$ cat src/rtl/ckpt_pkg.sv
// ----------------------------------------------------------------------------
// ckpt_pkg: shared types and constants for the point tracker
// Request structs for the shared multiplier and divider, rounding shift
// codes and the saturation helpers.
// ----------------------------------------------------------------------------
package ckpt_pkg;

  // rounding shift applied to a product
  typedef logic [2:0] shift_t;
  localparam shift_t SH_0  = 3'd0;
  localparam shift_t SH_11 = 3'd1;
  localparam shift_t SH_12 = 3'd2;
  localparam shift_t SH_24 = 3'd3;
  localparam shift_t SH_30 = 3'd4;

  localparam int MUL_RES_W = 62;
  // product magnitude clamp, 2^60
  localparam logic [60:0] MUL_LIM = 61'h1000_0000_0000_0000;
  // 1.0 in Q18.30
  localparam logic signed [47:0] COV_ONE = 48'sh0000_4000_0000;
  localparam logic [47:0] LIM48 = 48'h7FFF_FFFF_FFFF;

  typedef struct packed {
    logic              start;
    logic signed [48:0] a;
    logic signed [48:0] b;
    shift_t            shift;
  } mul_req_t;

  typedef struct packed {
    logic              start;
    logic signed [47:0] num0;
    logic signed [47:0] num1;
    logic [47:0]       den;
  } div_req_t;

  function automatic logic signed [31:0] sat32(input logic signed [63:0] v);
    logic signed [31:0] r;
    if (v > 64'sd2147483647)       r = 32'sh7FFF_FFFF;
    else if (v < -64'sd2147483648) r = 32'sh8000_0000;
    else                           r = v[31:0];
    return r;
  endfunction

  function automatic logic signed [47:0] sat48(input logic signed [63:0] v);
    logic signed [47:0] r;
    if (v > 64'sd140737488355327)       r = 48'sh7FFF_FFFF_FFFF;
    else if (v < -64'sd140737488355328) r = 48'sh8000_0000_0000;
    else                                r = v[47:0];
    return r;
  endfunction

endpackage

$ cat src/rtl/ckpt_mul.sv
// ----------------------------------------------------------------------------
// ckpt_mul: shared multiplier
// Sign-magnitude product, 48 x 16 bits a cycle from the top chunk down, then
// a rounding step (half away from zero), clamp to 2^60 and sign.
// ----------------------------------------------------------------------------
module ckpt_mul (
  input  logic                     clk,
  input  logic                     rst_n,
  input  ckpt_pkg::mul_req_t       req,
  output logic                     done,
  output logic signed [61:0]       res
);
  import ckpt_pkg::*;

  localparam logic [1:0] P_IDLE = 2'd0;
  localparam logic [1:0] P_MUL  = 2'd1;
  localparam logic [1:0] P_RND  = 2'd2;

  logic [1:0]         phase_r;
  logic [47:0]        a_r, b_r;
  logic [95:0]        acc_r;
  logic [1:0]         cnt_r;
  logic               neg_r;
  shift_t             sh_r;
  logic               done_r;
  logic signed [61:0] res_r;

  logic [47:0] a_mag, b_mag, b_align;
  logic [48:0] a_neg, b_neg;
  logic [1:0]  cnt_init;
  logic [63:0] prod;
  logic [95:0] acc_step, rnd_add;
  logic [6:0]  sh_amt;
  logic [96:0] rsum, mq;
  logic [60:0] mclamp;
  logic signed [61:0] res_nxt;

  always_comb begin
    a_neg = -req.a;
    b_neg = -req.b;
    a_mag = req.a[48] ? a_neg[47:0] : req.a[47:0];
    b_mag = req.b[48] ? b_neg[47:0] : req.b[47:0];
    if (b_mag[47:32] != 16'd0)      cnt_init = 2'd2;
    else if (b_mag[31:16] != 16'd0) cnt_init = 2'd1;
    else                            cnt_init = 2'd0;
    case (cnt_init)
      2'd2:    b_align = b_mag;
      2'd1:    b_align = {b_mag[31:0], 16'd0};
      default: b_align = {b_mag[15:0], 32'd0};
    endcase
    prod     = {16'd0, a_r} * {48'd0, b_r[47:32]};
    acc_step = {acc_r[79:0], 16'd0} + {32'd0, prod};
    unique case (sh_r)
      SH_11:   begin sh_amt = 7'd11; rnd_add = 96'd1 << 10; end
      SH_12:   begin sh_amt = 7'd12; rnd_add = 96'd1 << 11; end
      SH_24:   begin sh_amt = 7'd24; rnd_add = 96'd1 << 23; end
      SH_30:   begin sh_amt = 7'd30; rnd_add = 96'd1 << 29; end
      default: begin sh_amt = 7'd0;  rnd_add = 96'd0;       end
    endcase
    rsum   = {1'b0, acc_r} + {1'b0, rnd_add};
    mq     = rsum >> sh_amt;
    mclamp = (mq > {36'd0, MUL_LIM}) ? MUL_LIM : mq[60:0];
    res_nxt = neg_r ? -$signed({1'b0, mclamp}) : $signed({1'b0, mclamp});
  end

  always_ff @(posedge clk) begin
    if (!rst_n) begin
      phase_r <= P_IDLE;
      done_r  <= 1'b0;
    end else begin
      done_r <= 1'b0;
      unique case (phase_r)
        P_IDLE: begin
          if (req.start) begin
            a_r     <= a_mag;
            b_r     <= b_align;
            cnt_r   <= cnt_init;
            acc_r   <= '0;
            neg_r   <= req.a[48] ^ req.b[48];
            sh_r    <= req.shift;
            phase_r <= P_MUL;
          end
        end
        P_MUL: begin
          acc_r <= acc_step;
          b_r   <= {b_r[31:0], 16'd0};
          if (cnt_r == 2'd0) phase_r <= P_RND;
          else               cnt_r   <= cnt_r - 2'd1;
        end
        P_RND: begin
          res_r   <= res_nxt;
          done_r  <= 1'b1;
          phase_r <= P_IDLE;
        end
        default: phase_r <= P_IDLE;
      endcase
    end
  end

  assign done = done_r;
  assign res  = res_r;

endmodule

$ cat config.mk
export PLATFORM = sky130hd
export DESIGN_NAME = ckpt_mul
export DESIGN_NICKNAME = d
export VERILOG_FILES = /design/src/rtl/ckpt_pkg.sv /design/src/rtl/ckpt_mul.sv
export SDC_FILE = /design/constraint.sdc
export NUM_CORES = 2
export LEC_CHECK = 0
export CORE_UTILIZATION = 50
export CTS_BUF_LIST = sky130_fd_sc_hd__clkbuf_8
export DETAILED_ROUTE_END_ITERATION = 16
export DONT_BUFFER_PORTS = 1
export SYNTH_ARGS = -nofsm -noshare
export SYNTH_HDL_FRONTEND = slang
export SYNTH_SLANG_ARGS = --single-unit
$ cat constraint.sdc
create_clock -name clk -period 18.75 [get_ports clk]
set_input_delay 0.9375 -clock clk [delete_from_list [all_inputs] [get_ports clk]]
set_output_delay 0.9375 -clock clk [all_outputs]
set_load 0.05 [all_outputs]
==> flow_metrics.env <==
export IMPL_crit_path_max_fanout=47
export IMPL_io_pins=167
export IMPL_dieArea_mm2=0.0939
export IMPL_grt_usage_pct=34.1
export IMPL_area_growth_pct=4.01
export IMPL_max_cap_violations=0
export IMPL_rsz0062_at_grt="no"
export IMPL_synth_compound_area_share_pct=14.2
export IMPL_synthCells=5402
export IMPL_netlist_area_mm2=0.0463
export IMPL_synth_edff_count=260
export IMPL_htreeDepth=2
export IMPL_drive_gt1_share_pct=4.30
export IMPL_hold_viol=0
export IMPL_crit_required_ns=19.15
export IMPL_multi_input_area_mm2=0.0344
export IMPL_post_cts_repair_setup_buffers=0
export IMPL_start_kind="flip-flop"
export IMPL_syn_nets=6356
export IMPL_synth_distinct_cells=107
export IMPL_slowest_delay_ns=0.79
export IMPL_clk_latency_ns=0.78
export IMPL_status="completed"
export IMPL_fmax_ghz=0.0976
export IMPL_min_period_ns=10.25
export IMPL_gp_congestion=1.00
export IMPL_layout_commonest_cell="nand2_1"
export IMPL_async_flop_share_pct=0
export IMPL_synth_fa_ha_area_share_pct=34.3
export IMPL_place_port_buffers=0
export IMPL_synth_xor_area_share_pct=4.76
export IMPL_finalWirelength_um=158000
export IMPL_grt_overflow_total=0
export IMPL_drv_slew=0
export IMPL_firstDrtPassIters=8
export IMPL_grt_pass1_wl_um=244000
export IMPL_ant_nets=0
export IMPL_vias=39700
export IMPL_min_period_over_period_pct=54.6
export IMPL_synthFlopType="edfxtp_1"
export IMPL_fin_util_pct=52.6
export IMPL_path_class="reg2reg"
export IMPL_cts_root_buf="clkbuf_8"
export IMPL_slowest_stage="a2111oi_0"
export IMPL_min_path_type="in2reg"
export IMPL_clkTransAtPathRegs_ns=0.08
export IMPL_die_y_um=306
export IMPL_ctsHoldBuffers=0
export IMPL_cts_path_max_buffers=3
export IMPL_viasPerCell=6.16
export IMPL_seqCellArea_mm2=0.00787
export IMPL_syn_avg_cell_area_um2=8.57
export IMPL_final_area_mm2=0.0482
export IMPL_setup_violations=0
export IMPL_cts_made_buffers=50
export IMPL_nFillCells=8781
export IMPL_synth_seq_area_share_pct=17.0
export IMPL_crit_arrival_ns=10.65
export IMPL_cts_tree="done"
export IMPL_maxSlewHeadroom_pct=23.0
export IMPL_cp_common_cell="buf_4"
export IMPL_wl_per_cell_um=24.5
export IMPL_num_rows=111
export IMPL_synth_top_family_by_area="adder cells"
export IMPL_drt_iter0_markers=4325
export IMPL_drc=0
export IMPL_cts_resized=0
export IMPL_first_global_vias=39600
export IMPL_initial_core_util_pct=50.5
export IMPL_cp_end_kind="flip-flop"
export IMPL_synthMuxAreaShare_pct=0.308
export IMPL_final_nets=6165
export IMPL_die_w_um=306
export IMPL_skew_ns=0.101
export IMPL_layout_common_cells="nand2_1, inv_1, fa_1"
export IMPL_antenna_found_initial=3
export IMPL_whs_ns=0.319
export IMPL_tightestPinTransition_ns=1.15
export IMPL_yosysWarnings=0
export IMPL_grt_start_max_net_pins=80
export IMPL_tritoncts_num_sinks=263
export IMPL_dpl_hpwl_um=123000
export IMPL_finalSetupTns_ns=0
export IMPL_core_area_mm2=0.0917
export IMPL_synthSimpleGateAreaFrac_pct=20.6
export IMPL_place_area_mm2=0.0472
export IMPL_synth_seq_cells=263
==> metal layers <==
layer / track usage (%) / up-vias / part of all wire (%)
li1: - / 17600 / -
met1: 48.5 / 20000 / 44
met2: 53.8 / 1777 / 45
met3: 4.89 / 302 / 7.8
met4: 10.2 / 0 / 3.1
met5: 0 / - / 0
==> area by class of cell <==
cell class	count	area share, %
multi-input combinational	4056	71.3
sequential	263	16.3
inverter	764	5.95
tap	1186	3.08
clock buffer	50	1.43
timing repair buffer	76	1.18
clock inverter	41	0.680
antenna	2	0.0104
==> flip-flops by register name, summed over array words and instances, names as in the netlist <==
register  cells
neg_r         1
a_r          48
done          1
res          62
cnt_r         2
acc_r        96
phase_r       2
b_r          48
sh_r          3
==> logic make-up (layout without fill, tap and decap cells) <==
group,after synthesis,count (layout)
other cells,0,2
compound gates,968,968
flops,263,263
xor+xnor,250,250
fa+ha+maj,856,856
buf+inv,1083,931
simple gates,1968,1968
mux,14,14
==> worst max-delay path, delay by kind of cell, from the launching register on <==
family / cells / cell delay (ns)
adders and majority gates: 3 / 1.62
buffers and inverters: 8 / 2.37
muxes: 1 / 0.45
xor gates and xnor gates: 1 / 0.17
and+or+nand+nor: 8 / 2.27
DFF: 1 / 0.33
AOI/OAI and AO/OA: 8 / 2.66
==> synth_stat cells, drive strengths merged, types with 94 or more instances <==
cell type    n  share of area, %
xnor2      162               3.1
nor2       345               2.8
fa         691                30
nand2      808               6.5
nor3        94               1.0
o21ai      222               2.4
a21oi      199               2.2
and2       236               3.2
edfxtp     260                17
inv        762               6.2
clkbuf     278               2.3
ha         159               4.3
==> path summary, 6_finish.rpt <==
path / start / end / slack (ns) / cells past startpoint
max: sh_r[2] / res[58] / 8.50 / 29
min: req[0] / sh_r[0] / 0.32 / 0
max reg2reg: sh_r[2] / res[58] / 8.50 / 29
min reg2reg: b_r[18] / b_r[34] / 0.51 / 2
==> through the flow <==
| step | instances | setup slack [ns] |
|---|---|---|
| 6_report | 6438 | 8.50 |
| 5_1_grt | 6438 | 8.16 |
| 4_1_cts | 6436 | 8.82 |
| 3_5_place_dp | 6345 | 8.85 |
| 3_3_place_gp | 6345 | 9.08 |
| 2_1_floorplan | 5402 | 6.53 |
Power is left out: the tool's default activity adds up to more than one toggle a clock period on the data nets, which glitch-free logic cannot reach.
