### src/rtl/ckpt_pkg.sv
// ----------------------------------------------------------------------------
// ckpt_pkg: shared types and constants for the point tracker
// Request structs for the shared multiplier and divider, rounding shift
// codes and the saturation helpers.
// ----------------------------------------------------------------------------
package ckpt_pkg;

  // rounding shift applied to a product
  typedef logic [2:0] shift_t;
  localparam shift_t SH_0  = 3'd0;
  localparam shift_t SH_11 = 3'd1;
  localparam shift_t SH_12 = 3'd2;
  localparam shift_t SH_24 = 3'd3;
  localparam shift_t SH_30 = 3'd4;

  localparam int MUL_RES_W = 62;
  // product magnitude clamp, 2^60
  localparam logic [60:0] MUL_LIM = 61'h1000_0000_0000_0000;
  // 1.0 in Q18.30
  localparam logic signed [47:0] COV_ONE = 48'sh0000_4000_0000;
  localparam logic [47:0] LIM48 = 48'h7FFF_FFFF_FFFF;

  typedef struct packed {
    logic              start;
    logic signed [48:0] a;
    logic signed [48:0] b;
    shift_t            shift;
  } mul_req_t;

  typedef struct packed {
    logic              start;
    logic signed [47:0] num0;
    logic signed [47:0] num1;
    logic [47:0]       den;
  } div_req_t;

  function automatic logic signed [31:0] sat32(input logic signed [63:0] v);
    logic signed [31:0] r;
    if (v > 64'sd2147483647)       r = 32'sh7FFF_FFFF;
    else if (v < -64'sd2147483648) r = 32'sh8000_0000;
    else                           r = v[31:0];
    return r;
  endfunction

  function automatic logic signed [47:0] sat48(input logic signed [63:0] v);
    logic signed [47:0] r;
    if (v > 64'sd140737488355327)       r = 48'sh7FFF_FFFF_FFFF;
    else if (v < -64'sd140737488355328) r = 48'sh8000_0000_0000;
    else                                r = v[47:0];
    return r;
  endfunction

endpackage

### src/rtl/ckpt_div.sv
// ----------------------------------------------------------------------------
// ckpt_div: dual-lane gain divider
// Both gains share one divisor: (num * 2^30) / den toward zero, one quotient
// bit per lane per cycle, saturated to 48 bits.
// ----------------------------------------------------------------------------
module ckpt_div (
  input  logic                     clk,
  input  logic                     rst_n,
  input  ckpt_pkg::div_req_t       req,
  output logic                     done,
  output logic signed [47:0]       q0,
  output logic signed [47:0]       q1
);
  import ckpt_pkg::*;

  localparam int          NBITS = 48;
  localparam logic [5:0]  LAST  = 6'(NBITS - 1);

  logic              busy_r, done_r;
  logic [5:0]        cnt_r;
  logic [47:0]       den_r;
  logic [47:0]       rem_r  [2];
  logic [47:0]       feed_r [2];
  logic [47:0]       quo_r  [2];
  logic              ovf_r  [2];
  logic              neg_r  [2];
  logic signed [47:0] res_r [2];

  logic signed [47:0] num    [2];
  logic [47:0]        n_mag  [2];
  logic [48:0]        r2     [2];
  logic [48:0]        r2_sub [2];
  logic               qbit   [2];
  logic [47:0]        q_fin  [2];
  logic [47:0]        quo_nx [2];

  always_comb begin
    num[0] = req.num0;
    num[1] = req.num1;
    for (int l = 0; l < 2; l++) begin
      n_mag[l]  = num[l][47] ? 48'(-num[l]) : num[l];
      r2[l]     = {rem_r[l], feed_r[l][47]};
      r2_sub[l] = r2[l] - {1'b0, den_r};
      qbit[l]   = (r2[l] >= {1'b0, den_r});
      quo_nx[l] = {quo_r[l][46:0], qbit[l]};
      q_fin[l]  = (ovf_r[l] || quo_nx[l][47]) ? LIM48 : quo_nx[l];
    end
  end

  always_ff @(posedge clk) begin
    if (!rst_n) begin
      busy_r <= 1'b0;
      done_r <= 1'b0;
    end else begin
      done_r <= 1'b0;
      if (!busy_r) begin
        if (req.start) begin
          busy_r <= 1'b1;
          cnt_r  <= '0;
          den_r  <= req.den;
          for (int l = 0; l < 2; l++) begin
            rem_r[l]  <= {18'd0, n_mag[l][47:18]};
            feed_r[l] <= {n_mag[l][17:0], 30'd0};
            quo_r[l]  <= '0;
            ovf_r[l]  <= ({18'd0, n_mag[l][47:18]} >= req.den);
            neg_r[l]  <= num[l][47];
          end
        end
      end else begin
        for (int l = 0; l < 2; l++) begin
          rem_r[l]  <= qbit[l] ? r2_sub[l][47:0] : r2[l][47:0];
          feed_r[l] <= {feed_r[l][46:0], 1'b0};
          quo_r[l]  <= quo_nx[l];
        end
        if (cnt_r == LAST) begin
          busy_r <= 1'b0;
          done_r <= 1'b1;
          for (int l = 0; l < 2; l++)
            res_r[l] <= neg_r[l] ? -$signed(q_fin[l]) : $signed(q_fin[l]);
        end else begin
          cnt_r <= cnt_r + 6'd1;
        end
      end
    end
  end

  assign done = done_r;
  assign q0   = res_r[0];
  assign q1   = res_r[1];

endmodule

### config.mk
export PLATFORM = sky130hd
export DESIGN_NAME = ckpt_div
export DESIGN_NICKNAME = d
export VERILOG_FILES = /design/src/rtl/ckpt_pkg.sv /design/src/rtl/ckpt_div.sv
export SDC_FILE = /design/constraint.sdc
export NUM_CORES = 1
export LEC_CHECK = 0
export BUFFER_PORTS_ARGS = -buffer_cell sky130_fd_sc_hd__buf_2
export CAP_MARGIN = 10
export CORE_MARGIN = 4
export CORE_UTILIZATION = 43
export CTS_BUF_LIST = sky130_fd_sc_hd__clkbuf_16
export DETAILED_ROUTE_END_ITERATION = 10
export MAX_ROUTING_LAYER = met4
export PLACE_DENSITY_LB_ADDON = 0.2
export SETUP_SLACK_MARGIN = 0.5
export SLEW_MARGIN = 20
export SYNTH_ARGS = -nofsm -noshare
export SYNTH_HDL_FRONTEND = slang
export SYNTH_SLANG_ARGS = --single-unit
### constraint.sdc
create_clock -name clk -period 7.6 [get_ports clk]
set_clock_uncertainty 0.1 [all_clocks]
set_input_delay 0.38 -clock clk [delete_from_list [all_inputs] [get_ports clk]]
set_output_delay 0.38 -clock clk [all_outputs]
set_load 0.02 [all_outputs]
==> load_flow_metrics.sql, run 1 <==
INSERT INTO impl_metrics (metric_group, metric, value, unit) VALUES
('pwr', 'power_density', '207.4', 'nW/um^2'),
('critical_path', 'r2r_start', 'den_r[1]', ''),
('sta', 'worst_pin_slew', '1.144', 'ns'),
('die', 'die_area', '63400', 'um^2'),
('drt', 'vias_per_cell', '5.757', ''),
('final_layout', 'layout_net_count', '3179', ''),
('run_status', 'outcome', 'completed', ''),
('synthesis', 'syn-mean-instance-area', '9.669', 'um^2'),
('critical_path', 'startpoint_type_of_the_worst_setup_path', 'flip-flop', ''),
('synthesis', 'synth.yosys.warnings', '0', ''),
('sta', 'timing.slew.headroom', '23.76', '%'),
('drt', 'drt-wirelength-per-cell', '19.99', 'um'),
('min_path', 'hp-class', 'in -> reg', ''),
('global_routing', 'grt_first_pass_wirelength', '113600', 'um'),
('pwr', 'seqPwrFrac', '41.8', '%'),
('placed_design', 'dp_hpwl', '54760', 'um'),
('final_layout', 'synthToLayoutAreaGrowth', '15.24', '%'),
('pwr', 'vdd_drop_max', '149.0', 'uV'),
('critical_path', 'critical_path_required', '7.82', 'ns'),
('drt', 'route.vias.total', '21220', ''),
('min_path', 'min_path_cells', '3', ''),
('critical_path', 'worst_r2r_path_depth', '18', ''),
('clock_tree', 'cts.htree.levels', '2', ''),
('global_routing', 'grt_antenna_before_repair', '6', ''),
('synthesis', 'dominant_register_cell_in_the_synthesized_netlist', 'sky130_fd_sc_hd__edfxtp_1', ''),
('synthesis', 'asyncSetResetFlopFracSynth', '0', '%'),
('pwr', 'cellLeakagePower', '11.94', 'nW'),
('final_layout', 'finalInstanceArea', '29450', 'um^2'),
('synthesis', 'yosys-top-cells-area', 'sky130_fd_sc_hd__edfxtp_1, sky130_fd_sc_hd__ha_1, sky130_fd_sc_hd__o21ai_0, sky130_fd_sc_hd__xor2_1, sky130_fd_sc_hd__xnor2_1', ''),
('critical_path', 'reg2reg_to', 'res_r[0][44]', ''),
('placed_design', 'placed_cells', '3547', ''),
('clock_tree', 'numCtsBuffers', '45', ''),
('synthesis', 'postSynthCellCount', '2643', ''),
('sta', 'timing_max_transition_violations_final', '0', ''),
('clock_tree', 'cts.reportedPaths.clkPinSlew', '0.06', 'ns'),
('drt', 'detailedRoute.firstIterationViolations', '1511', ''),
('drt', 'routed_wl', '73650', 'um'),
('pwr', 'p_sw_share', '29.53', '%'),
('die', 'dieWidth', '251.8', 'um'),
('sta', 'fin_tns_setup', '0', 'ns'),
('global_routing', 'global_route.overflow_total', '0', ''),
('final_layout', 'fin_util', '49.99', '%'),
('pwr', 'clkPwrFrac', '36.3', '%'),
('sta', 'grt_setup_unrepaired', 'false', ''),
('synthesis', 'netlist-cell-type-count', '75', ''),
('clock_tree', 'cts_sinks', '382', ''),
('min_path', 'min_delay_src', 'req[48]', ''),
('drt', 'post-route-drc-count', '0', ''),
('sta', 'setup-violations-final', '0', ''),
('synthesis', 'commonest_cells_in_the_netlist', 'sky130_fd_sc_hd__edfxtp_1, sky130_fd_sc_hd__nor2_1, sky130_fd_sc_hd__nand2_1, sky130_fd_sc_hd__o21ai_0, sky130_fd_sc_hd__a21oi_1', ''),
('final_layout', 'drive_above_1_share', '12.53', '%'),
('sta', 'fin_crit_sh', '72.85', '%'),
('synthesis', 'synth.cell_area', '25560', 'um^2'),
('placed_design', 'placement.io_buffers', '243', ''),
('die', 'die_height', '251.8', 'um'),
('die', 'placementRows', '89', ''),
('clock_tree', 'cts_tree', 'yes', ''),
('sta', 'finalHoldViolCount', '0', ''),
('die', 'floorplan.initialDensity', '43.38', '%'),
('synthesis', 'number_of_flops_mapped_to_enable_cells_by_yosys', '380', ''),
('synthesis', 'yosysMostFrequentCell', 'sky130_fd_sc_hd__edfxtp_1', ''),
('critical_path', 'critPathCaptureType', 'flip-flop', ''),
('pwr', 'power_report.internal_total', '0.004303', 'W'),
('final_layout', 'final_cells', '3685', ''),
('clock_tree', 'cts.repair_timing.setup_buffer_count', '0', ''),
('sta', 'fmaxAchievable', '180.6', 'MHz'),
('placed_design', 'gp_congestion', '0.9962', ''),
('global_routing', 'grt_start_max_net_pins', '153', ''),
('clock_tree', 'cts-root-to-sink-buffers', '3', ''),
('pwr', 'power.combinational.fraction', '21.8', '%'),
('clock_tree', 'clock-root-buffer', 'sky130_fd_sc_hd__clkbuf_16', '');
-- placed cells by master, fill, tap and decap left out, types with 25 or more instances in the layout --
cell type	synthesis	layout
sky130_fd_sc_hd__nand4_1	35	35
sky130_fd_sc_hd__buf_2	4	243
sky130_fd_sc_hd__nor4_1	25	25
sky130_fd_sc_hd__edfxtp_1	380	380
sky130_fd_sc_hd__inv_1	104	109
sky130_fd_sc_hd__dlygate4sd3_1	0	48
sky130_fd_sc_hd__a21o_1	88	88
sky130_fd_sc_hd__clkbuf_16	0	46
sky130_fd_sc_hd__nand2_1	216	216
sky130_fd_sc_hd__or3_1	38	38
sky130_fd_sc_hd__nor2_1	258	258
sky130_fd_sc_hd__nand3_1	41	41
sky130_fd_sc_hd__a21oi_1	179	178
sky130_fd_sc_hd__o311ai_0	28	28
sky130_fd_sc_hd__a211oi_1	25	25
sky130_fd_sc_hd__nor3_1	46	46
sky130_fd_sc_hd__and3_1	106	106
sky130_fd_sc_hd__ha_1	160	160
sky130_fd_sc_hd__xnor2_1	115	115
sky130_fd_sc_hd__xor2_1	118	118
sky130_fd_sc_hd__o31ai_1	40	40
sky130_fd_sc_hd__nor2b_1	30	30
sky130_fd_sc_hd__or4_1	25	25
sky130_fd_sc_hd__o21ai_0	212	212
-- logic make-up after synthesis --
logic type	after synthesis	share of synthesized area, %
flip-flops	382	44.81
AO/OA/AOI/OAI	715	17.68
adder cells (fa/ha/maj)	162	7.990
XOR/XNOR	233	7.985
multiplexers	21	0.8225
AND/OR/NAND/NOR	898	17.29
buffers and inverters	232	3.427
-- what timing repair did --
item / CTS / global route
gates resized for setup: 0 / 0
hold endpoints to repair: 48 / 0
endpoints found under the setup margin: 0 / 0
hold buffers: 48 / 0
-- per-layer routing --
layer	vias to the layer above	global-route usage (%)	share of wire [%]	wire length (um)
li1	10270	-	-	-
met1	10060	29.44	43	31340
met2	745	37.42	47	34960
met3	148	3.824	6.6	4873
met4	0	7.645	3.4	2472
met5	-	-	0	0
-- worst max-delay path: stages, from the launching register on --
cell and delay (ns):
sky130_fd_sc_hd__edfxtp_1 0.44, sky130_fd_sc_hd__inv_1 0.09, sky130_fd_sc_hd__ha_1 0.30, sky130_fd_sc_hd__nor2b_1 0.15
sky130_fd_sc_hd__o2111ai_1 0.30, sky130_fd_sc_hd__a21oi_1 0.19, sky130_fd_sc_hd__o31a_1 0.36, sky130_fd_sc_hd__o21ai_0 0.50
sky130_fd_sc_hd__o211a_1 0.34, sky130_fd_sc_hd__o21ai_2 0.11, sky130_fd_sc_hd__nor2_1 0.14, sky130_fd_sc_hd__ha_1 0.18
sky130_fd_sc_hd__nand3_1 0.16, sky130_fd_sc_hd__nor2_1 0.21, sky130_fd_sc_hd__nand3_1 0.15, sky130_fd_sc_hd__or4_1 0.50
sky130_fd_sc_hd__nand3b_1 0.26, sky130_fd_sc_hd__or4_1 0.47, sky130_fd_sc_hd__a221o_1 0.33
-- area by class of cell --
| class | count | area, um^2 | share of cell area [%] |
|---|---|---|---|
| Tap cell | 773 | 967.2 | 3.284 |
| Multi-Input combinational cell | 2029 | 13260 | 45.02 |
| Sequential cell | 382 | 11450 | 38.89 |
| Inverter | 104 | 390.4 | 1.326 |
| Clock buffer | 46 | 1151 | 3.909 |
| Clock inverter | 37 | 359.1 | 1.219 |
| Antenna cell | 6 | 15.01 | 0.05098 |
| Timing Repair Buffer | 308 | 1857 | 6.305 |
-- sequential cells by signal, indices dropped and copies added, names as in the netlist, 2 cells and up --
signal / cells
neg_r: 2
quo_r: 94
res_r: 96
den_r: 48
feed_r: 36
ovf_r: 2
rem_r: 96
cnt_r: 6
-- worst max-delay path by stage --
| stage | startpoint | end | slack (ns) | depth (start not counted) |
|---|---|---|---|---|
| after global routing | den_r[1] | res_r[0][44] | 1.71 | 18 |
| after detailed placement | den_r[1] | res_r[0][44] | 2.13 | 18 |
| final | den_r[1] | res_r[0][44] | 2.06 | 18 |
| after CTS | den_r[1] | res_r[0][44] | 2.10 | 18 |
| after floorplan | busy_r | feed_r[0][29] | 1.01 | 3 |
| after global placement | den_r[1] | res_r[0][44] | 2.19 | 18 |
-- per-stage QoR --
| step | power [W] | setup slack, ns |
|---|---|---|
| floorplan | 0.003524 | 1.014 |
| global placement | 0.003870 | 2.187 |
| detailed placement | 0.003892 | 2.131 |
| CTS | 0.006156 | 2.103 |
| global route | 0.006408 | 1.709 |
| finish | 0.006107 | 2.063 |
-- power by group through the flow --
| stage | sequential, W | clock (W) | combinational (W) |
|---|---|---|---|
| after floorplan | 0.00259 | 0 | 0.000938 |
| after global placement | 0.00259 | 0 | 0.00128 |
| after detailed placement | 0.00260 | 0 | 0.00129 |
| after CTS | 0.00255 | 0.00228 | 0.00132 |
| after global routing | 0.00257 | 0.00236 | 0.00148 |
| final | 0.00256 | 0.00222 | 0.00133 |
Note: power is estimated with default switching activity, not from simulation.
==> inputs of run 2 (changes only) <==
clock period = 4.95 ns   (was 7.6 ns; I/O delays follow)
==> run 2 against run 1 <==
Hold slack got worse by 0.042 ns. Flip-flop and latch count stayed put. Register-to-register slack worse by 1.7 ns. Final area up 2.7%. Power grew 52%. Utilization is 1.3 points higher. Final cell count grew 1.7%. Setup slack got worse by 1.7 ns. Count of clock-buffer cells in the layout shrank 2. Clock power is 44% higher. Critical path type unchanged.
==> load_flow_metrics.sql, run 2 (synthesized netlist as in run 1, its figures left out) <==
INSERT INTO impl_metrics (metric_group, metric, value, unit) VALUES
('placed_design', 'dp_hpwl', '56980', 'um'),
('drt', 'route.vias.total', '21690', ''),
('clock_tree', 'cts.reportedPaths.clkPinSlew', '0.06', 'ns'),
('run_status', 'outcome', 'completed', ''),
('critical_path', 'timing.critical_path.fanout_max', '2', ''),
('pwr', 'cellLeakagePower', '12.23', 'nW'),
('final_layout', 'fillCellCount', '5343', ''),
('global_routing', 'gr-usage-all-layers', '23.88', '%'),
('critical_path', 'critical_path.cell_chain', 'ha_1 > nor2b_4 > o2111ai_2 > a21oi_2 > o31a_1 > o21ai_2 > o211a_1 > o21ai_4 > nor2_2 > ha_2 > nand3_4 > nor2_4 > nand3_1 > or4_4 > nand3b_1 > or4_4 > a221o_1', ''),
('pwr', 'power_density', '306.8', 'nW/um^2'),
('critical_path', 'criticalPathCategory', 'reg -> reg', ''),
('drt', 'post-route-drc-count', '0', ''),
('die', 'floorplan.initialDensity', '43.38', '%'),
('sta', 'fin_crit_sh', '92.39', '%'),
('drt', 'drt.antenna.violating_nets', '0', ''),
('sta', 'setup-violations-final', '0', ''),
('clock_tree', 'clk_latency', '0.58', 'ns'),
('placed_design', 'gp_congestion', '0.9704', ''),
('sta', 'grt_setup_unrepaired', 'true', ''),
('clock_tree', 'cts_tree', 'yes', ''),
('pwr', 'seqPwrFrac', '42.3', '%'),
('drt', 'detailedRoute.firstIterationViolations', '1765', ''),
('global_routing', 'grt_start_max_net_pins', '112', ''),
('drt', 'routed_wl', '76420', 'um'),
('pwr', 'switching_power', '0.002783', 'W'),
('final_layout', 'layout_net_count', '3251', ''),
('min_path', 'min_path_cells', '1', ''),
('sta', 'worst_pin_slew', '1.042', 'ns'),
('critical_path', 'worst_ep_arrival_time', '4.80', 'ns'),
('critical_path', 'critical_path_required', '5.17', 'ns'),
('pwr', 'power.combinational.fraction', '23.1', '%'),
('clock_tree', 'clock-root-buffer', 'sky130_fd_sc_hd__clkbuf_16', ''),
('min_path', 'hp-class', 'in -> reg', ''),
('flow_run', 'max-cap-violations', '0', ''),
('pwr', 'total_power', '0.009277', 'W'),
('sta', 'fin_hold_ws', '0.03332', 'ns'),
('final_layout', 'commonest_non_fill_non_tap_cell_in_the_layout', 'sky130_fd_sc_hd__edfxtp_1', ''),
('critical_path', 'critical-path-slowest-cell', 'sky130_fd_sc_hd__or4_4', ''),
('final_layout', 'synthToLayoutAreaGrowth', '18.34', '%'),
('die', 'die_height', '251.8', 'um'),
('final_layout', 'reg_top3', 'rem_r (96), res_r (96), quo_r (94)', ''),
('drt', 'vias_per_cell', '5.789', ''),
('die', 'die_area', '63400', 'um^2'),
('die', 'placementRows', '89', ''),
('sta', 'fin_tns_setup', '0', 'ns'),
('die', 'floorplan_core_area', '58910', 'um^2'),
('clock_tree', 'cts_sinks', '382', ''),
('pwr', 'p_sw_share', '30.00', '%'),
('critical_path', 'critPathCaptureType', 'flip-flop', ''),
('final_layout', 'highest_count_cells_in_the_layout_ignoring_fill_and_taps', 'sky130_fd_sc_hd__edfxtp_1, sky130_fd_sc_hd__nor2_1, sky130_fd_sc_hd__buf_2', ''),
('final_layout', 'drive_above_1_share', '15.14', '%'),
('final_layout', 'sequential_cell_area', '11450', 'um^2'),
('sta', 'fin_crit', '4.573', 'ns'),
('critical_path', 'cpMostUsedCell', 'sky130_fd_sc_hd__or4_4', ''),
('sta', 'fmaxAchievable', '218.7', 'MHz'),
('pwr', 'power_report.internal_total', '0.006494', 'W'),
('pwr', 'vdd_drop_max', '241.7', 'uV'),
('global_routing', 'grt_pass1_vias', '21050', ''),
('final_layout', 'area_of_the_multi_input_gates', '13530', 'um^2'),
('die', 'dieWidth', '251.8', 'um'),
('clock_tree', 'cts-root-to-sink-buffers', '3', ''),
('critical_path', 'startpoint_type_of_the_worst_setup_path', 'flip-flop', ''),
('sta', 'timing_max_transition_violations_final', '0', ''),
('global_routing', 'grt_first_pass_wirelength', '118600', 'um'),
('critical_path', 'max_stage_delay', '0.45', 'ns'),
('sta', 'finalHoldViolCount', '0', ''),
('clock_tree', 'cts.htree.levels', '2', ''),
('critical_path', 'worst_r2r_path_depth', '17', ''),
('clock_tree', 'numCtsBuffers', '44', ''),
('sta', 'timing.slew.headroom', '30.51', '%'),
('placed_design', 'placement.io_buffers', '243', ''),
('die', 'pin_count', '244', ''),
('global_routing', 'global_route.overflow_total', '0', ''),
('global_routing', 'grt_antenna_before_repair', '4', ''),
('drt', 'drt-wirelength-per-cell', '20.40', 'um'),
('pwr', 'clkPwrFrac', '34.5', '%'),
('drt', 'drt_first_pass_iters', '6', '');
[run 2: final cells by class]
| class | count | area share (%) |
|---|---|---|
| diodes | 1 | 0.008274 |
| repair buffers | 381 | 8.287 |
| clock inverters | 32 | 0.9681 |
| inverters | 104 | 1.291 |
| well taps | 773 | 3.198 |
| clock buffers | 44 | 3.641 |
| flip-flops and latches | 382 | 37.87 |
| multi-input cells | 2029 | 44.74 |
[run 2: power by group through the flow]
stage / Clock, W / Sequential [W] / Combinational [W]
finish: 0.00320 / 0.00393 / 0.00215
global route: 0.00340 / 0.00395 / 0.00237
CTS: 0.00327 / 0.00392 / 0.00211
detailed placement: 0 / 0.00399 / 0.00203
global placement: 0 / 0.00398 / 0.00200
floorplan: 0 / 0.00396 / 0.00145
[run 2: repair_timing]
item / CTS / global route
gates resized for setup: 14 / 41
endpoints found under the hold margin: 80 / 0
setup endpoints to repair: 5 / 15
cloned: 0 / 0
buffers inserted: 3 / 7
pin swaps: 4 / 11
hold buffers: 80 / 0
[run 2: path summary, 6_finish.rpt]
path / start / end / slack, ns
setup / recovery: rem_r[0][0] / res_r[0][44] / 0.38
hold / removal: req[143] / neg_r[0][0] / 0.03
setup reg to reg: rem_r[0][0] / res_r[0][44] / 0.38
hold reg to reg: feed_r[0][45] / feed_r[0][46] / 0.42
[run 2: through the flow]
stage | utilization (%) | cell area, um^2 | std cells | worst slack, ns
after CTS | 50.94 | 30010 | 3738 | 0.4269
final | 51.34 | 30240 | 3746 | 0.3765
after floorplan | - | 25600 | 2643 | 0.3980
after global placement | 47.06 | 27720 | 3579 | 0.07109
after detailed placement | 47.06 | 27720 | 3579 | 0.001239
after global routing | 51.34 | 30240 | 3746 | 0.2769
[run 2: per-layer routing]
metal	global-route usage (%)	wire, um	up-vias
met5	-	0	-
met4	6.084	1918	0
met3	3.196	4596	119
met2	39.49	36700	743
met1	31.35	33200	10430
li1	-	-	10400
[run 2: critical path: cells and delay by family, from the launching register on]
kind	cells	cell delay, ns
flip-flops	1	0.42
AO/OA/AOI/OAI	7	1.58
adder cells (fa/ha/maj)	2	0.53
AND/OR/NAND/NOR	8	1.67
==> inputs of run 3 (changes only) <==
CTS_CLUSTER_DIAMETER = 100   (was not set)
clock period = 5.1 ns   (was 4.95 ns; I/O delays follow)
==> run 3 against run 2 <==
Largest power group unchanged. Final area down 0.31%. Register-to-register slack better by 0.09 ns. Hold slack better by 0.0032 ns. Die area unchanged. Power down 0.70%. Final cell count down 0.40%.
==> load_flow_metrics.sql, run 3 (synthesized netlist as in run 1, its figures left out) <==
INSERT INTO impl_metrics (metric_group, metric, value, unit) VALUES
('run_status', 'outcome', 'completed', ''),
('critical_path', 'worst_ep_arrival_time', '4.86', 'ns'),
('final_layout', 'drive_above_1_share', '14.20', '%'),
('flow_run', 'max-cap-violations', '0', ''),
('clock_tree', 'numCtsBuffers', '45', ''),
('clock_tree', 'cts-root-to-sink-buffers', '3', ''),
('global_routing', 'gr-usage-all-layers', '23.85', '%'),
('critical_path', 'critPathCaptureType', 'flip-flop', ''),
('sta', 'finalHoldViolCount', '0', ''),
('global_routing', 'global_route.overflow_total', '0', ''),
('die', 'placementRows', '89', ''),
('die', 'dieWidth', '251.8', 'um'),
('sta', 'fmaxAchievable', '215.7', 'MHz'),
('critical_path', 'timing.critical_path.fanout_max', '5', ''),
('pwr', 'power_density', '305.6', 'nW/um^2'),
('final_layout', 'fillCellCount', '5332', ''),
('clock_tree', 'cts_sinks', '382', ''),
('clock_tree', 'clock-root-buffer', 'sky130_fd_sc_hd__clkbuf_16', ''),
('drt', 'detailedRoute.firstIterationViolations', '1655', ''),
('global_routing', 'grt_first_pass_wirelength', '118100', 'um'),
('critical_path', 'critical_path.cell_chain', 'inv_2 > ha_4 > a21o_1 > a211oi_1 > nor2_1 > o31a_1 > o21ai_4 > o211a_1 > o21ai_4 > nor2_2 > ha_2 > nand3_2 > nor2_2 > nand3_1 > or4_4 > nand3b_1 > or4_4 > a221o_1', ''),
('critical_path', 'criticalPathCategory', 'reg -> reg', ''),
('global_routing', 'grt_antenna_before_repair', '4', ''),
('final_layout', 'synthToLayoutAreaGrowth', '17.98', '%'),
('global_routing', 'grt_start_max_net_pins', '119', ''),
('pwr', 'cellLeakagePower', '12.23', 'nW'),
('clock_tree', 'cts.reportedPaths.clkPinSlew', '0.06', 'ns'),
('sta', 'timing_max_transition_violations_final', '0', ''),
('die', 'floorplan.initialDensity', '43.38', '%'),
('die', 'pin_count', '244', ''),
('min_path', 'hp-class', 'in -> reg', ''),
('sta', 'fin_tns_setup', '0', 'ns'),
('sta', 'fin_crit_sh', '90.90', '%'),
('final_layout', 'layout_net_count', '3234', ''),
('final_layout', 'reg_top3', 'rem_r (96), res_r (96), quo_r (94)', ''),
('final_layout', 'commonest_non_fill_non_tap_cell_in_the_layout', 'sky130_fd_sc_hd__edfxtp_1', ''),
('drt', 'route.vias.total', '21530', ''),
('placed_design', 'place_ws', '0.07855', 'ns'),
('pwr', 'vdd_drop_max', '230.5', 'uV'),
('sta', 'setup-violations-final', '0', ''),
('clock_tree', 'cts.htree.levels', '2', ''),
('critical_path', 'startpoint_type_of_the_worst_setup_path', 'flip-flop', ''),
('sta', 'final_worst_setup_slack', '0.4640', 'ns'),
('drt', 'drt-wirelength-per-cell', '20.38', 'um'),
('final_layout', 'antenna_diode_instance_count', '0', ''),
('clock_tree', 'cts_tree', 'yes', ''),
('die', 'floorplan_core_area', '58910', 'um^2'),
('drt', 'drt_first_pass_iters', '8', ''),
('critical_path', 'critical_path_required', '5.33', 'ns'),
('die', 'die_height', '251.8', 'um'),
('final_layout', 'highest_count_cells_in_the_layout_ignoring_fill_and_taps', 'sky130_fd_sc_hd__edfxtp_1, sky130_fd_sc_hd__nor2_1, sky130_fd_sc_hd__buf_2', ''),
('placed_design', 'dp_hpwl', '56110', 'um'),
('critical_path', 'reg2reg_slack', '0.46', 'ns'),
('clock_tree', 'clk_latency', '0.59', 'ns'),
('die', 'die_area', '63400', 'um^2'),
('placed_design', 'gp_congestion', '0.9990', ''),
('drt', 'vias_per_cell', '5.770', ''),
('global_routing', 'grt_pass1_vias', '20980', ''),
('drt', 'routed_wl', '76040', 'um'),
('sta', 'grt_setup_unrepaired', 'true', ''),
('sta', 'fin_crit', '4.636', 'ns'),
('sta', 'worst_pin_slew', '1.048', 'ns'),
('drt', 'drt.antenna.violating_nets', '0', ''),
('critical_path', 'max_stage_delay', '0.48', 'ns'),
('critical_path', 'critical-path-slowest-cell', 'sky130_fd_sc_hd__or4_4', ''),
('sta', 'timing.slew.headroom', '30.16', '%'),
('placed_design', 'placement.io_buffers', '243', ''),
('drt', 'post-route-drc-count', '0', '');
run 3: cell types whose count changed in the layout (fill, tap and decap cells not counted), moves of 3 or more:
cell	before	now
sky130_fd_sc_hd__clkinv_2	8	5
sky130_fd_sc_hd__inv_2	6	2
sky130_fd_sc_hd__bufinv_16	4	8
sky130_fd_sc_hd__inv_1	103	111
sky130_fd_sc_hd__dlygate4sd3_1	80	76
sky130_fd_sc_hd__buf_4	53	40
sky130_fd_sc_hd__ha_1	152	155
run 3: final timing paths:
path / start / to / cells after the start
worst max-delay path: den_r[6] / res_r[0][44] / 18
worst min-delay path: req[61] / feed_r[0][89] / 3
worst max register to register: den_r[6] / res_r[0][44] / 18
worst min register to register: feed_r[0][40] / feed_r[0][41] / 2
run 3: power breakdown:
part / switching, W / internal, W / leakage [nW]
Combinational: 0.00125 / 0.000810 / 7.85
Clock: 0.00133 / 0.00201 / 0.766
Sequential: 0.000107 / 0.00369 / 3.61
Total: 0.00270 / 0.00652 / 12.2
run 3: area by class of cell:
class                           instances  area [um^2]  share of cell area (%)
Multi-Input combinational cell       2029        13460                   44.64
Sequential cell                       382        11450                   37.98
Timing Repair Buffer                  363         2357                   7.818
Clock buffer                           45         1126                   3.735
Tap cell                              773        967.2                   3.208
Clock inverter                         35        397.9                   1.320
Inverter                              104        390.4                   1.295
run 3: per-layer routing:
metal	track usage [%]	share of wire, %	vias up
met2	39.89	48	723
met3	2.649	5.3	134
li1	-	-	10350
met5	-	0	-
met1	31.01	44	10320
met4	6.731	2.8	0
run 3: through the flow:
stage                     util, %  cells  area (um^2)  total power (W)  hold WS (ns)
final                       51.18   3731        30150         0.009213       0.03652
after global routing        51.18   3731        30150         0.009665       0.03354
after CTS                   50.95   3729        30020         0.009270     0.0005118
after detailed placement    46.96   3572        27660         0.005828        0.3495
after global placement      46.96   3572        27660         0.005800        0.3479
after floorplan                 -   2643        25590         0.005241        0.2539
run 3: repair_timing:
item	CTS	global route
endpoints found under the setup margin	3	12
hold buffers	76	0
gates resized for setup	12	28
pin swaps	3	4
hold endpoints to repair	76	0
gates cloned	0	0
setup buffers	1	2
run 3: critical path: cells and delay by family, from the launching register on:
kind	cells	cell delay, ns
simple gates	8	1.76
fa+ha+maj	2	0.43
buf+inv	1	0.10
flops	1	0.38
compound gates	7	1.61
